<file path="src/hw/rtl/lz4d_pkg.sv">
// Package for the LZ4 block decompressor: constants, decode phases and the
// queue item type. No dependencies.
package lz4d_pkg;

   localparam int HISTORY_DEPTH = 65536;
   localparam int HIST_AW       = $clog2(HISTORY_DEPTH);
   localparam int SIZE_W        = 24;
   localparam int QUEUE_DEPTH   = 2;
   localparam int QUEUE_AW      = $clog2(QUEUE_DEPTH);

   localparam logic [SIZE_W-1:0] MAX24      = {SIZE_W{1'b1}};
   localparam int                ML_BITS    = 4;
   localparam int                LIT_SHIFT  = 8 - ML_BITS;
   localparam logic [3:0]        NIB_ESC    = 4'd15;
   localparam logic [7:0]        EXT_MORE   = 8'd255;
   localparam logic [2:0]        MIN_MATCH  = 3'd4;
   localparam logic [3:0]        END_MARGIN = 4'd8;

   typedef enum logic [2:0] {
      PH_TOKEN, PH_LITEXT, PH_LITERAL, PH_OFFLO,
      PH_OFFHI, PH_MATCHEXT, PH_COPY, PH_HALT
   } phase_type;

   typedef struct packed {
      logic       req_type;
      logic [7:0] in_byte;
   } req_item_type;

endpackage

</file>
<file path="src/hw/rtl/lz4d_if.sv">
// Channel interfaces of the LZ4 block decompressor: request, response and
// configuration write. Depends on lz4d_pkg for widths.
interface lz4d_req_if;
   logic       valid;
   logic       ready;
   logic       req_type;
   logic [7:0] in_byte;
   modport source (output valid, req_type, in_byte, input ready);
   modport sink   (input valid, req_type, in_byte, output ready);
endinterface


</file>
<file path="src/hw/rtl/lz4d_front.sv">
// Front of the LZ4 block decompressor: accepts request transfers into a
// short queue ahead of the decoder. Depends on lz4d_pkg and lz4d_if.
module lz4d_front import lz4d_pkg::*; (
   input  logic         clock,
   input  logic         reset,
   lz4d_req_if.sink     req_ch,
   output logic         q_valid,
   input  logic         q_ready,
   output req_item_type q_item
);
   req_item_type        slot_ff [QUEUE_DEPTH];
   logic [QUEUE_AW-1:0] wr_ptr_ff, rd_ptr_ff;
   logic [QUEUE_AW:0]   count_ff, count_in;
   logic                push, pop;

   assign req_ch.ready = (count_ff != (QUEUE_AW+1)'(QUEUE_DEPTH));
   assign push         = req_ch.valid && req_ch.ready;
   assign q_valid      = (count_ff != '0);
   assign pop          = q_valid && q_ready;
   assign q_item       = slot_ff[rd_ptr_ff];

   always_comb begin
      count_in = count_ff;
      if (push && !pop) begin
         count_in = count_ff + 1'b1;
      end else if (pop && !push) begin
         count_in = count_ff - 1'b1;
      end
   end

   always_ff @(posedge clock) begin
      if (reset) begin
         wr_ptr_ff <= '0;
         rd_ptr_ff <= '0;
         count_ff  <= '0;
      end else begin
         count_ff <= count_in;
         if (push) begin
            wr_ptr_ff <= wr_ptr_ff + 1'b1;
         end
         if (pop) begin
            rd_ptr_ff <= rd_ptr_ff + 1'b1;
         end
      end
      if (push) begin
         slot_ff[wr_ptr_ff] <= '{req_type: req_ch.req_type, in_byte: req_ch.in_byte};
      end
   end
endmodule

</file>
<file path="src/flat_wrapper.sv">
// flat-port wrapper written by rule: the top's interface ports become plain ports
module lz4d_front_flat import lz4d_pkg::*;
  (clock, reset, q_valid, q_ready, q_item, req_ch_valid, req_ch_req_type, req_ch_in_byte, req_ch_ready);
  lz4d_req_if req_ch_i ();
  input  logic clock;
  input  logic reset;
  output logic q_valid;
  input  logic q_ready;
  output req_item_type q_item;
  input wire logic [$bits(req_ch_i.valid)-1:0] req_ch_valid;
  input wire logic [$bits(req_ch_i.req_type)-1:0] req_ch_req_type;
  input wire logic [$bits(req_ch_i.in_byte)-1:0] req_ch_in_byte;
  output wire logic [$bits(req_ch_i.ready)-1:0] req_ch_ready;
  assign req_ch_i.valid = req_ch_valid;
  assign req_ch_i.req_type = req_ch_req_type;
  assign req_ch_i.in_byte = req_ch_in_byte;
  assign req_ch_ready = req_ch_i.ready;
  lz4d_front u_core (.clock(clock), .reset(reset), .req_ch(req_ch_i), .q_valid(q_valid), .q_ready(q_ready), .q_item(q_item));
endmodule
</file>
<file path="config.mk">
export PLATFORM = sky130hd
export DESIGN_NAME = lz4d_front_flat
export DESIGN_NICKNAME = d
export VERILOG_FILES = /design/src/hw/rtl/lz4d_pkg.sv /design/src/hw/rtl/lz4d_if.sv /design/src/hw/rtl/lz4d_front.sv /design/src/flat_wrapper.sv
export SDC_FILE = /design/constraint.sdc
export NUM_CORES = 1
export LEC_CHECK = 0
export BUFFER_PORTS_ARGS = -buffer_cell sky130_fd_sc_hd__buf_4
export CAP_MARGIN = 10
export CELL_PAD_IN_SITES_DETAIL_PLACEMENT = 1
export CELL_PAD_IN_SITES_GLOBAL_PLACEMENT = 1
export CORE_MARGIN = 2
export CORE_UTILIZATION = 46
export CTS_BUF_LIST = sky130_fd_sc_hd__clkbuf_8
export DETAILED_ROUTE_END_ITERATION = 6
export PLACE_DENSITY = 0.87
export SYNTH_ARGS = -nofsm -noshare
export SYNTH_HDL_FRONTEND = slang
export SYNTH_SLANG_ARGS = --single-unit
</file>
<file path="constraint.sdc">
create_clock -name clock -period 3.3 [get_ports clock]
set_input_delay 0.495 -clock clock [delete_from_list [all_inputs] [get_ports clock]]
set_output_delay 0.495 -clock clock [all_outputs]
set_load 0.02 [all_outputs]
</file>
==> metrics.csv, run 1 <==
stage;metric;value;unit
status;status;complete, no violations;
timing;timing.final.crit_period;1.89;ns
run;max-cap-violations;0;
final_layout;finish.instance_area;1120;µm²
worst_setup_path;critical_path_required;2.80;ns
final_layout;area_delta_synth_final;27.8;%
worst_setup_path;cp_data_arrival_time;1.39;ns
timing;fin_tns_setup;0;ns
worst_setup_path;cp_max_fo;9;
synthesis;netlist_instances;52;
grt;grt_util_all_layers;15.8;%
floorplan;initial_utilization;49.7;%
placed_design;placement.io_buffers;23;
pwr;seq_power_share;46.7;%
worst_setup_path;critical_setup_path_kind;reg2out;
pwr;power;0.000871;W
final_layout;layout-drive-gt1-share;48.7;%
routing;drt_first_iter_violations;6;
pwr;clock_power_share;18.7;%
routing;vias;511;
pwr;sw_frac_of_total;31.4;%
clock_tree;htree_num_levels;1;
synthesis;synthesis.area_per_instance;16.9;µm²
final_layout;nets;93;
pwr;cellLeakagePower;0.444;nW
placed_design;gp_routability_congestion;0.693;
grt;globalRoute.totalOverflow;0;
timing;final_hold_violating_endpoints;0;
synthesis;synthTopCellsByArea;sky130_fd_sc_hd__edfxtp_1, sky130_fd_sc_hd__mux2_2, sky130_fd_sc_hd__dfxtp_1;
routing;drt_wl_total;1.53;mm
routing;wire_per_inst;14.8;µm
clock_tree;cts_resized;0;
worst_setup_path;slowest_stage;sky130_fd_sc_hd__dfxtp_1;
grt;via_count_of_the_first_global_routing_pass;525;
clock_tree;clk_path_buf_depth;2;
pwr;power_per_unit_of_standard_cell_area;777;nW/µm²
timing;finalClockSkew;0.00260;ns
synthesis;synth_register_bits;23;
clock_tree;cts-buffers-inserted;3;
worst_setup_path;setup.worst_path.start_class;register;
synthesis;yosysTopAreaCell;sky130_fd_sc_hd__edfxtp_1;
final_layout;multi_input_area;228;µm²
synthesis;yosys.area.top_type_share;61.6;%
worst_setup_path;timing.critical_path.buf_inv;1;
worst_setup_path;critPathTopFamily;flip-flops;
final_layout;regArea;641;µm²
clock_tree;register_clock_pin_slew_on_the_reported_worst_setup_and_hold_paths;0.07;ns
timing;timing.slew.headroom;70.9;%
synthesis;synth-warning-count;0;
synthesis;seq_area_frac_synth;73.0;%
pwr;power_report.internal_total;0.000597;W
floorplan;die_y;47.7;µm
final_layout;diodes;0;
floorplan;design.die.area;2270;µm²
synthesis;synth.net_count;66;
timing;report.final.setup_viol;0;
floorplan;num_rows;15;
timing;rsz_0062_raised_after_global_routing;false;
synthesis;synthDistinctLibCells;17;
routing;drtAntennaViolNets;0;
pwr;comb_power_share;34.7;%
pwr;power_spent_charging_and_discharging_nets;0.000274;W
clock_tree;clock_sinks;23;
timing;finalCritPeriodShare;57.1;%
pwr;worst_ir_drop_vdd;411;µV
routing;drt_pass_1_iters;2;
clock_tree;ctsHoldBuffers;0;
timing;max_freq;530;MHz
timing;worst_slew_pin_slew;0.436;ns
worst_setup_path;cp-end-kind;output pin;
floorplan;ioPinCount;24;
timing;finalMaxSlewViolations;0;
clock_tree;postCtsSetupRepairBufs;0;
placed_design;placedInstanceArea;1080;µm²
hold_path;worstHoldPathType;in2reg;
worst_setup_path;slowest_delay;0.58;ns
final_layout;commonest_non_fill_non_tap_cells_in_the_layout;sky130_fd_sc_hd__buf_4, sky130_fd_sc_hd__edfxtp_1, sky130_fd_sc_hd__mux2_2;
routing;route.detailed.drc;0;
final_layout;final_common_cell;sky130_fd_sc_hd__buf_4;
floorplan;chipWidth;47.7;µm
final_layout;fill_cells;183;
routing;dr_vias_cell;4.96;
clock_tree;root_buffer;sky130_fd_sc_hd__clkbuf_8;
placed_design;place.detailed.hpwl;1.10;mm
grt;wire_length_of_the_first_global_routing_pass;2.32;mm
clock_tree;clock_tree_from_tritoncts;yes;
grt;grt_start_max_net_pins;13;
grt;antenna_found_initial;0;
floorplan;placeableCoreArea;1760;µm²
synthesis;post_synth_instance_area;877;µm²
worst_setup_path;path_cells;mux2_2 -> buf_4;
clock_tree;skew_pair_late_insertion_delay;0.25;ns
==> synthesized netlist by cell type <==
| cell type | number |
|---|---|
| sky130_fd_sc_hd__o21ai_0 | 2 |
| sky130_fd_sc_hd__buf_2 | 1 |
| sky130_fd_sc_hd__inv_1 | 1 |
| sky130_fd_sc_hd__ha_1 | 1 |
| sky130_fd_sc_hd__and2_1 | 1 |
| sky130_fd_sc_hd__xor2_1 | 3 |
| sky130_fd_sc_hd__a21bo_2 | 1 |
| sky130_fd_sc_hd__dfxtp_1 | 5 |
| sky130_fd_sc_hd__nand2b_4 | 1 |
| sky130_fd_sc_hd__mux2_2 | 9 |
| sky130_fd_sc_hd__nand3b_1 | 1 |
| sky130_fd_sc_hd__or2_2 | 1 |
| sky130_fd_sc_hd__or3_1 | 1 |
| sky130_fd_sc_hd__and3_1 | 1 |
| sky130_fd_sc_hd__a21oi_1 | 2 |
| sky130_fd_sc_hd__edfxtp_1 | 18 |
| sky130_fd_sc_hd__nor2_1 | 3 |
==> power by group through the flow <==
stage	clock, W	combinational (W)	sequential (W)
after floorplan	0	0.000207	0.000392
after global placement	0	0.000287	0.000410
after detailed placement	0	0.000300	0.000415
after CTS	0.000165	0.000307	0.000408
after global routing	0.000178	0.000327	0.000416
final	0.000163	0.000302	0.000406
==> sequential cells by signal, summed over array words and instances, names as in the netlist, named ones only <==
name and count:
u_core.rd_ptr_ff 1, u_core.wr_ptr_ff 1, u_core.count_ff 2, u_core.slot_ff 18
==> worst reg2reg max path: stages, from the launching register on <==
cell and delay (ns):
sky130_fd_sc_hd__dfxtp_1 0.44, sky130_fd_sc_hd__nand2b_4 0.09, sky130_fd_sc_hd__and2_1 0.16, sky130_fd_sc_hd__ha_1 0.31
sky130_fd_sc_hd__or3_1 0.41, sky130_fd_sc_hd__a21oi_1 0.22
==> kinds of logic (layout without fill, tap and decap cells) <==
| group | count (synthesis) | in the layout | share of synthesized area (%) |
|---|---|---|---|
| flip-flops | 23 | 23 | 73.0 |
| adder cells (fa/ha/maj) | 1 | 1 | 1.43 |
| XOR/XNOR | 3 | 3 | 3.00 |
| AND/OR/NAND/NOR | 9 | 9 | 6.56 |
| AO/OA/AOI/OAI | 5 | 5 | 3.42 |
| multiplexers | 9 | 9 | 11.6 |
| buffers and inverters | 2 | 28 | 0.998 |
==> layout make-up <==
type / count / share of cell area [%]
Tap cell: 25 / 2.79
Clock inverter: 1 / 0.335
Timing Repair Buffer: 23 / 15.4
Multi-Input combinational cell: 27 / 20.3
Inverter: 1 / 0.335
Clock buffer: 3 / 3.68
Sequential cell: 23 / 57.1
==> routing by layer <==
metal  global-route usage [%]  vias up  part of all wire (%)
met2                     30.3       15                    58
met4                     6.49        0                  0.52
met5                        0        -                     0
met3                     3.40        2                   4.5
li1                         -      242                     -
met1                     16.6      252                    37
==> path summary, 6_finish.rpt <==
check                             startpoint                         endpoint  cells after the start  slack (ns)
min reg2reg    u_core.rd_ptr_ff$_SDFFE_PP0P_                         register                      2        0.53
max                                 register                        q_item[4]                      2        1.41
min                        req_ch_in_byte[7]   u_core.slot_ff[0][7]$_DFFE_PP_                      1        0.42
max reg2reg  u_core.count_ff[1]$_SDFFE_PP0P_  u_core.count_ff[1]$_SDFFE_PP0P_                      5        1.59
==> through the flow <==
step / std cells / hold slack (ns) / util (%) / worst slack (ns)
floorplan: 52 / 0.472 / - / 1.78
global placement: 99 / 0.504 / 61.0 / 1.69
detailed placement: 99 / 0.522 / 61.0 / 1.60
CTS: 103 / 0.418 / 63.5 / 1.40
global route: 103 / 0.409 / 63.5 / 1.36
finish: 103 / 0.421 / 63.5 / 1.41
Power figures use the tool's default switching activity.
==> run 2, diff against run 1 <==
- ABC_AREA: not set -> 1
- CORE_UTILIZATION: 46 -> 38
- PLACE_DENSITY: 0.87 -> 0.79
- clock period: 3.3 -> 1.5 ns (I/O delays scaled with it)
==> metrics.csv, run 2 <==
stage;metric;value;unit;change
pwr;cellLeakagePower;0.481;nW;+8.2%
routing;wire_per_inst;13.1;µm;-12%
clock_tree;clock_sinks;23;;unchanged
final_layout;nets;108;;+16%
worst_setup_path;rr_startpoint;u_core.count_ff[1]$_SDFFE_PP0P_;;
clock_tree;clk_path_buf_depth;2;;unchanged
synthesis;yosys.cell_count.top_type;sky130_fd_sc_hd__edfxtp_1;;
floorplan;ioPinCount;24;;unchanged
synthesis;netlist_instances;65;;+25%
hold_path;worstHoldPathType;in2reg;;
worst_setup_path;cp-end-kind;output pin;;
placed_design;placedInstanceArea;1110;µm²;+3.6%
grt;grt_util_all_layers;13.2;%;-2.6 points
worst_setup_path;setup.worst_path.start_class;register;;
floorplan;die_y;52.8;µm;+11%
timing;setup_ws;0.0978;ns;-1.32 ns
timing;worst_slew_pin_slew;0.165;ns;-0.271 ns
grt;via_count_of_the_first_global_routing_pass;570;;+8.6%
floorplan;placeableCoreArea;2230;µm²;+27%
worst_setup_path;cp_data_arrival_time;1.18;ns;-0.21 ns
worst_setup_path;worst-r2r-setup-slack;0.13;ns;-1.46 ns
timing;timing.slew.headroom;89.0;%;+18 points
timing;report.final.setup_viol;0;;unchanged
grt;grt_start_max_net_pins;13;;unchanged
worst_setup_path;reg2regPathDepth;9;;+4
synthesis;yosys.area.top_type_share;59.8;%;-1.8 points
pwr;power_per_unit_of_standard_cell_area;1650;nW/µm²;+110%
synthesis;synth.net_count;79;;+20%
synthesis;async_flop_share;0;%;unchanged
synthesis;synth_register_bits;23;;unchanged
synthesis;synthTopCellsByArea;sky130_fd_sc_hd__edfxtp_1, sky130_fd_sc_hd__mux2_2, sky130_fd_sc_hd__dfxtp_1;;
timing;final_hold_violating_endpoints;0;;unchanged
clock_tree;skew_pair_late_insertion_delay;0.25;ns;about the same
hold_path;whs_endpoint;u_core.slot_ff[1][0]$_DFFE_PP_;;
hold_path;worstHoldPathCells;1;;unchanged
pwr;worst_ir_drop_vdd;901;µV;+120%
grt;antenna_found_initial;0;;unchanged
routing;drt_wl_total;1.59;mm;+3.7%
run;max-cap-violations;0;;unchanged
synthesis;synth_top_cells_by_count;sky130_fd_sc_hd__edfxtp_1, sky130_fd_sc_hd__mux2_2, sky130_fd_sc_hd__nand2_1, sky130_fd_sc_hd__nor2_1, sky130_fd_sc_hd__inv_1;;
timing;finalClockSkew;0.00497;ns;+0.00237 ns
final_layout;top_register;u_core.slot_ff;;
placed_design;place.detailed.hpwl;1.22;mm;+11%
timing;finalMaxSlewViolations;0;;unchanged
final_layout;layout-drive-gt1-share;46.2;%;-2.5 points
clock_tree;cts-buffers-inserted;3;;unchanged
final_layout;biggestRegsByFlops;u_core.slot_ff (18), u_core.count_ff (2);;
final_layout;diodes;0;;unchanged
hold_path;hold_start;req_ch_in_byte[0];;
clock_tree;htree_num_levels;1;;unchanged
worst_setup_path;critical_setup_path_kind;reg2out;;
worst_setup_path;r2r-end;u_core.count_ff[1]$_SDFFE_PP0P_;;
final_layout;finish.instance_area;1160;µm²;+3.9%
routing;drt_pass_1_iters;4;;+2
clock_tree;clock_tree_from_tritoncts;yes;;
synthesis;synthesis.area_per_instance;13.9;µm²;-18%
final_layout;area_delta_synth_final;28.9;%;
synthesis;postSynth.topFlopCell;sky130_fd_sc_hd__edfxtp_1;;
placed_design;placement.io_buffers;23;;unchanged
synthesis;synthDistinctLibCells;17;;unchanged
worst_setup_path;cp_max_fo;9;;unchanged
synthesis;synth_enable_flop_cells;18;;unchanged
timing;finalCritPeriodShare;93.5;%;
synthesis;seq_area_frac_synth;70.9;%;-2.1 points
synthesis;post_synth_instance_area;903;µm²;+3.0%
timing;fin_tns_setup;0;ns;unchanged
routing;vias;548;;+7.2%
routing;drtAntennaViolNets;0;;unchanged
clock_tree;register_clock_pin_slew_on_the_reported_worst_setup_and_hold_paths;0.08;ns;about the same
timing;max_freq;713;MHz;
final_layout;commonest_non_fill_non_tap_cells_in_the_layout;sky130_fd_sc_hd__buf_4, sky130_fd_sc_hd__edfxtp_1, sky130_fd_sc_hd__mux2_2;;
floorplan;num_rows;17;;+2
grt;globalRoute.totalOverflow;0;;unchanged
timing;rsz_0062_raised_after_global_routing;false;;
floorplan;initial_utilization;40.4;%;-9.3 points
synthesis;synth-warning-count;0;;unchanged
status;status;complete, no violations;;
floorplan;design.die.area;2780;µm²;+22%
routing;drt_first_iter_violations;1;;-5
floorplan;chipWidth;52.8;µm;+11%
placed_design;gp_routability_congestion;0.698;;+0.66%
final_layout;final_common_cell;sky130_fd_sc_hd__buf_4;;
clock_tree;root_buffer;sky130_fd_sc_hd__clkbuf_8;;
synthesis;yosysTopAreaCell;sky130_fd_sc_hd__edfxtp_1;;
worst_setup_path;critical_path_required;1.27;ns;-1.53 ns
final_layout;largest_register_ff_count;18;;unchanged
routing;dr_vias_cell;4.53;;-8.7%
routing;route.detailed.drc;0;;unchanged
grt;wire_length_of_the_first_global_routing_pass;2.59;mm;+12%
final_layout;fill_cells;242;;+32%
timing;timing.final.crit_period;1.40;ns;
placed_design;placement.setup.worst_slack;0.146;ns;-1.46 ns
[run 2: where the power goes]
part | internal (W) | switching [W] | total, W
Combinational | 0.000298 | 0.000376 | 0.000674
Sequential | 0.000821 | 0.0000734 | 0.000894
Clock | 0.000182 | 0.000169 | 0.000351
Total | 0.00130 | 0.000619 | 0.00192
[run 2: cell type report]
cell class	count	area, µm²	area share [%]
Clock buffer	3	41.3	3.54
Clock inverter	1	3.75	0.322
Inverter	8	31.3	2.69
Multi-Input combinational cell	33	220	18.9
Sequential cell	23	646	55.4
Tap cell	28	35.0	3.01
Timing Repair Buffer	25	188	16.1
[run 2: worst max-delay path by stage]
stage          slack (ns)                               to  cells after the start
2_1_floorplan        0.09   u_core.slot_ff[1][0]$_DFFE_PP_                      4
6_report              0.1                        q_item[4]                      2
3_3_place_gp         0.19                        q_item[7]                      2
5_1_grt            0.0001  u_core.count_ff[1]$_SDFFE_PP0P_                      9
4_1_cts              0.02                        q_item[4]                      2
3_5_place_dp         0.15  u_core.count_ff[1]$_SDFFE_PP0P_                      9
[run 2: through the flow]
step           utilization (%)  total power, W  hold slack (ns)  instances
2_1_floorplan                -         0.00133            0.324         65
3_3_place_gp              49.9         0.00155            0.411        117
3_5_place_dp              49.9         0.00158            0.415        117
4_1_cts                   52.0         0.00194            0.147        121
5_1_grt                   52.2         0.00205            0.141        121
6_report                  52.2         0.00192            0.153        121
[run 2: critical path, stage by stage (launching register included)]
cell	delay, ns
sky130_fd_sc_hd__dfxtp_4	0.42
sky130_fd_sc_hd__mux2_2	0.35
sky130_fd_sc_hd__buf_4	0.16
[run 2: logic make-up (layout without fill, tap and decap cells)]
group / Yosys count / in the layout / synth area share, %
mux: 9 / 9 / 11.2
simple gates: 19 / 19 / 9.56
fa+ha+maj: 1 / 1 / 1.38
compound gates: 4 / 4 / 2.22
buf+inv: 9 / 37 / 4.71
flops: 23 / 23 / 70.9
[run 2: metal layers]
layer / up-vias / GRT usage (%) / share of wire (%)
met3: 2 / 2.57 / 7.1
met1: 253 / 15.2 / 38
met4: 0 / 6.41 / 0.76
li1: 277 / - / -
met5: - / 0 / 0
met2: 16 / 23.1 / 54
[run 2: what timing repair did]
item	in CTS	in global routing
resized for setup	1	2
pin swaps	0	0
endpoints found under the setup margin	9	3
hold buffers	0	0
buffers inserted	0	0
==> run 3, diff against run 2 <==
--- a/config.mk
+++ b/config.mk
@@ -17,2 +17,3 @@
 export PLACE_DENSITY = 0.79
+export REMOVE_ABC_BUFFERS = 1
 export SYNTH_ARGS = -nofsm -noshare
==> constraint.sdc (replaced) <==
create_clock -name clock -period 1.5 [get_ports clock]
set_input_delay 0.45 -clock clock [delete_from_list [all_inputs] [get_ports clock]]
set_output_delay 0.45 -clock clock [all_outputs]
set_load 0.02 [all_outputs]
==> metrics.csv, run 3 (same netlist as run 2, synthesis figures left out) <==
stage;metric;value;unit;change
clock_tree;skew_pair_late_insertion_delay;0.26;ns;about the same
timing;hold_ws;0.370;ns;+0.216 ns
timing;finalCritPeriodShare;110;%;+16 points
pwr;power_report.internal_total;0.00146;W;+12%
grt;wire_length_of_the_first_global_routing_pass;2.57;mm;-0.54%
routing;route.detailed.drc;0;;unchanged
floorplan;design.die.area;2780;µm²;unchanged
worst_setup_path;setup.worst_path.start_class;register;;
worst_setup_path;cp-end-kind;output pin;;
floorplan;chipWidth;52.8;µm;unchanged
placed_design;placement.io_buffers;23;;unchanged
pwr;power_per_unit_of_standard_cell_area;1670;nW/µm²;+1.5%
pwr;power_spent_charging_and_discharging_nets;0.000686;W;+11%
worst_setup_path;timing.critical_path.to;q_item[6];;
worst_setup_path;r2r-end;u_core.count_ff[1]$_SDFFE_PP0P_;;
clock_tree;cts-buffers-inserted;3;;unchanged
timing;fin_tns_setup;-1.23;ns;-1.23 ns
final_layout;top_register;u_core.slot_ff;;
pwr;seq_power_share;41.2;%;-5.4 points
placed_design;gp_routability_congestion;0.657;;-5.8%
timing;rsz_0062_raised_after_global_routing;true;;
worst_setup_path;worst-r2r-setup-slack;0.14;ns;about the same
final_layout;fill_cells;231;;-4.5%
final_layout;nets;110;;+1.9%
placed_design;placedInstanceArea;1130;µm²;+1.8%
pwr;worst_ir_drop_vdd;834;µV;-7.4%
timing;worst_slew_pin_slew;0.171;ns;+0.00607 ns
final_layout;finish.instance_area;1280;µm²;+10%
worst_setup_path;critical_setup_path_kind;reg2out;;
routing;dr_vias_cell;4.72;;+4.1%
status;violations;negative setup slack;;
grt;antenna_found_initial;0;;unchanged
clock_tree;clock_sinks;23;;unchanged
routing;drtAntennaViolNets;0;;unchanged
routing;wire_per_inst;13.7;µm;+4.8%
timing;timing.slew.headroom;88.6;%;-0.40 points
pwr;clock_power_share;17.2;%;-1.1 points
floorplan;ioPinCount;24;;unchanged
hold_path;worstHoldPathType;in2reg;;
run;max-cap-violations;0;;unchanged
final_layout;commonest_non_fill_non_tap_cells_in_the_layout;sky130_fd_sc_hd__edfxtp_1, sky130_fd_sc_hd__buf_4, sky130_fd_sc_hd__mux2_4, sky130_fd_sc_hd__buf_6, sky130_fd_sc_hd__nor2_1;;
clock_tree;register_clock_pin_slew_on_the_reported_worst_setup_and_hold_paths;0.08;ns;about the same
pwr;sw_frac_of_total;32.0;%;-0.27 points
routing;drt_pass_1_iters;2;;-2
grt;grt_util_all_layers;13.7;%;+0.51 points
worst_setup_path;cp_max_fo;4;;-5
final_layout;biggestRegsByFlops;u_core.slot_ff (18), u_core.count_ff (2);;
pwr;comb_power_share;41.6;%;+6.5 points
worst_setup_path;rr_startpoint;u_core.count_ff[0]$_SDFFE_PP0P_;;
grt;via_count_of_the_first_global_routing_pass;598;;+4.9%
timing;setup_ws;-0.149;ns;-0.247 ns
timing;timing.final.crit_period;1.65;ns;+0.247 ns
worst_setup_path;critical_path_required;1.05;ns;-0.22 ns
timing;report.final.setup_viol;9;;+9
timing;finalClockSkew;0.00332;ns;-0.00165 ns
final_layout;largest_register_ff_count;18;;unchanged
worst_setup_path;reg2regPathDepth;10;;+1
timing;max_freq;606;MHz;-15%
placed_design;placedCellCount;118;;+0.85%
clock_tree;clk_path_buf_depth;2;;unchanged
timing;final_hold_violating_endpoints;0;;unchanged
floorplan;num_rows;17;;unchanged
pwr;cellLeakagePower;0.541;nW;+13%
routing;vias;580;;+5.8%
final_layout;fin_cells;123;;+1.7%
placed_design;place.detailed.hpwl;1.31;mm;+6.9%
grt;globalRoute.totalOverflow;0;;unchanged
final_layout;diodes;0;;unchanged
floorplan;initial_utilization;40.4;%;unchanged
final_layout;final_common_cell;sky130_fd_sc_hd__edfxtp_1;;
final_layout;area_delta_synth_final;42.0;%;
clock_tree;clock_tree_from_tritoncts;yes;;
status;status;finished, violations left;;
routing;drt_first_iter_violations;1;;unchanged
floorplan;placeableCoreArea;2230;µm²;unchanged
grt;grt_start_max_net_pins;14;;+1
clock_tree;postCtsSetupRepairBufs;0;;unchanged
worst_setup_path;cp_data_arrival_time;1.20;ns;+0.02 ns
clock_tree;htree_num_levels;1;;unchanged
floorplan;die_y;52.8;µm;unchanged
final_layout;layout-drive-gt1-share;51.6;%;+5.3 points
clock_tree;root_buffer;sky130_fd_sc_hd__clkbuf_8;;
timing;finalMaxSlewViolations;0;;unchanged
routing;drt_wl_total;1.69;mm;+6.6%
## run 3: critical path, stage by stage, from the launching register on
cell,delay [ns]
sky130_fd_sc_hd__dfxtp_4,0.37
sky130_fd_sc_hd__clkbuf_16,0.14
sky130_fd_sc_hd__mux2_4,0.29
sky130_fd_sc_hd__buf_6,0.13
## run 3: power groups by stage
stage	sequential (W)	clock (W)	combinational, W
finish	0.000883	0.000369	0.000893
global route	0.000896	0.000408	0.000967
CTS	0.000867	0.000381	0.000812
detailed placement	0.000881	0	0.000752
global placement	0.000872	0	0.000713
floorplan	0.000879	0	0.000431
## run 3: area by class of cell
class                           count  area (µm²)  area share (%)
Clock buffer                        3        41.3            3.22
Inverter                            8        31.3            2.44
Clock inverter                      1        5.00           0.390
Tap cell                           28        35.0            2.73
Timing Repair Buffer               27         267            20.8
Sequential cell                    23         647            50.4
Multi-Input combinational cell     33         256            20.0
## run 3: how the worst min path moves through the flow
stage                                                from                              end  slack [ns]  depth (start not counted)
after floorplan           u_core.count_ff[0]$_SDFFE_PP0P_  u_core.count_ff[0]$_SDFFE_PP0P_        0.45                          1
after global placement    u_core.count_ff[0]$_SDFFE_PP0P_  u_core.count_ff[0]$_SDFFE_PP0P_        0.47                          1
after detailed placement  u_core.count_ff[0]$_SDFFE_PP0P_  u_core.count_ff[0]$_SDFFE_PP0P_        0.49                          1
after CTS                               req_ch_in_byte[3]   u_core.slot_ff[0][3]$_DFFE_PP_        0.37                          1
after global routing                    req_ch_in_byte[3]   u_core.slot_ff[1][3]$_DFFE_PP_        0.36                          1
final                                   req_ch_in_byte[3]   u_core.slot_ff[1][3]$_DFFE_PP_        0.37                          1
## run 3: per-stage QoR
step                      setup slack (ns)  utilization, %  power (W)
final                               -0.149            57.4    0.00214
after global routing                -0.191            57.4    0.00227
after CTS                           -0.165            54.5    0.00206
after detailed placement           0.00790            50.8    0.00163
after global placement              0.0923            50.8    0.00159
after floorplan                     0.0946               -    0.00131
## run 3: layer usage
metal	track usage, %	routed length, µm
met1	13.5	621
met2	25.2	935
met3	3.14	106
met4	8.97	25
met5	0	0
## run 3: timing repair
| action | CTS | global route |
|---|---|---|
| gates cloned | 0 | 1 |
| gates resized for setup | 10 | 14 |
| pin swaps | 0 | 0 |
| setup endpoints to repair | 9 | 11 |
| hold buffers | 0 | 0 |
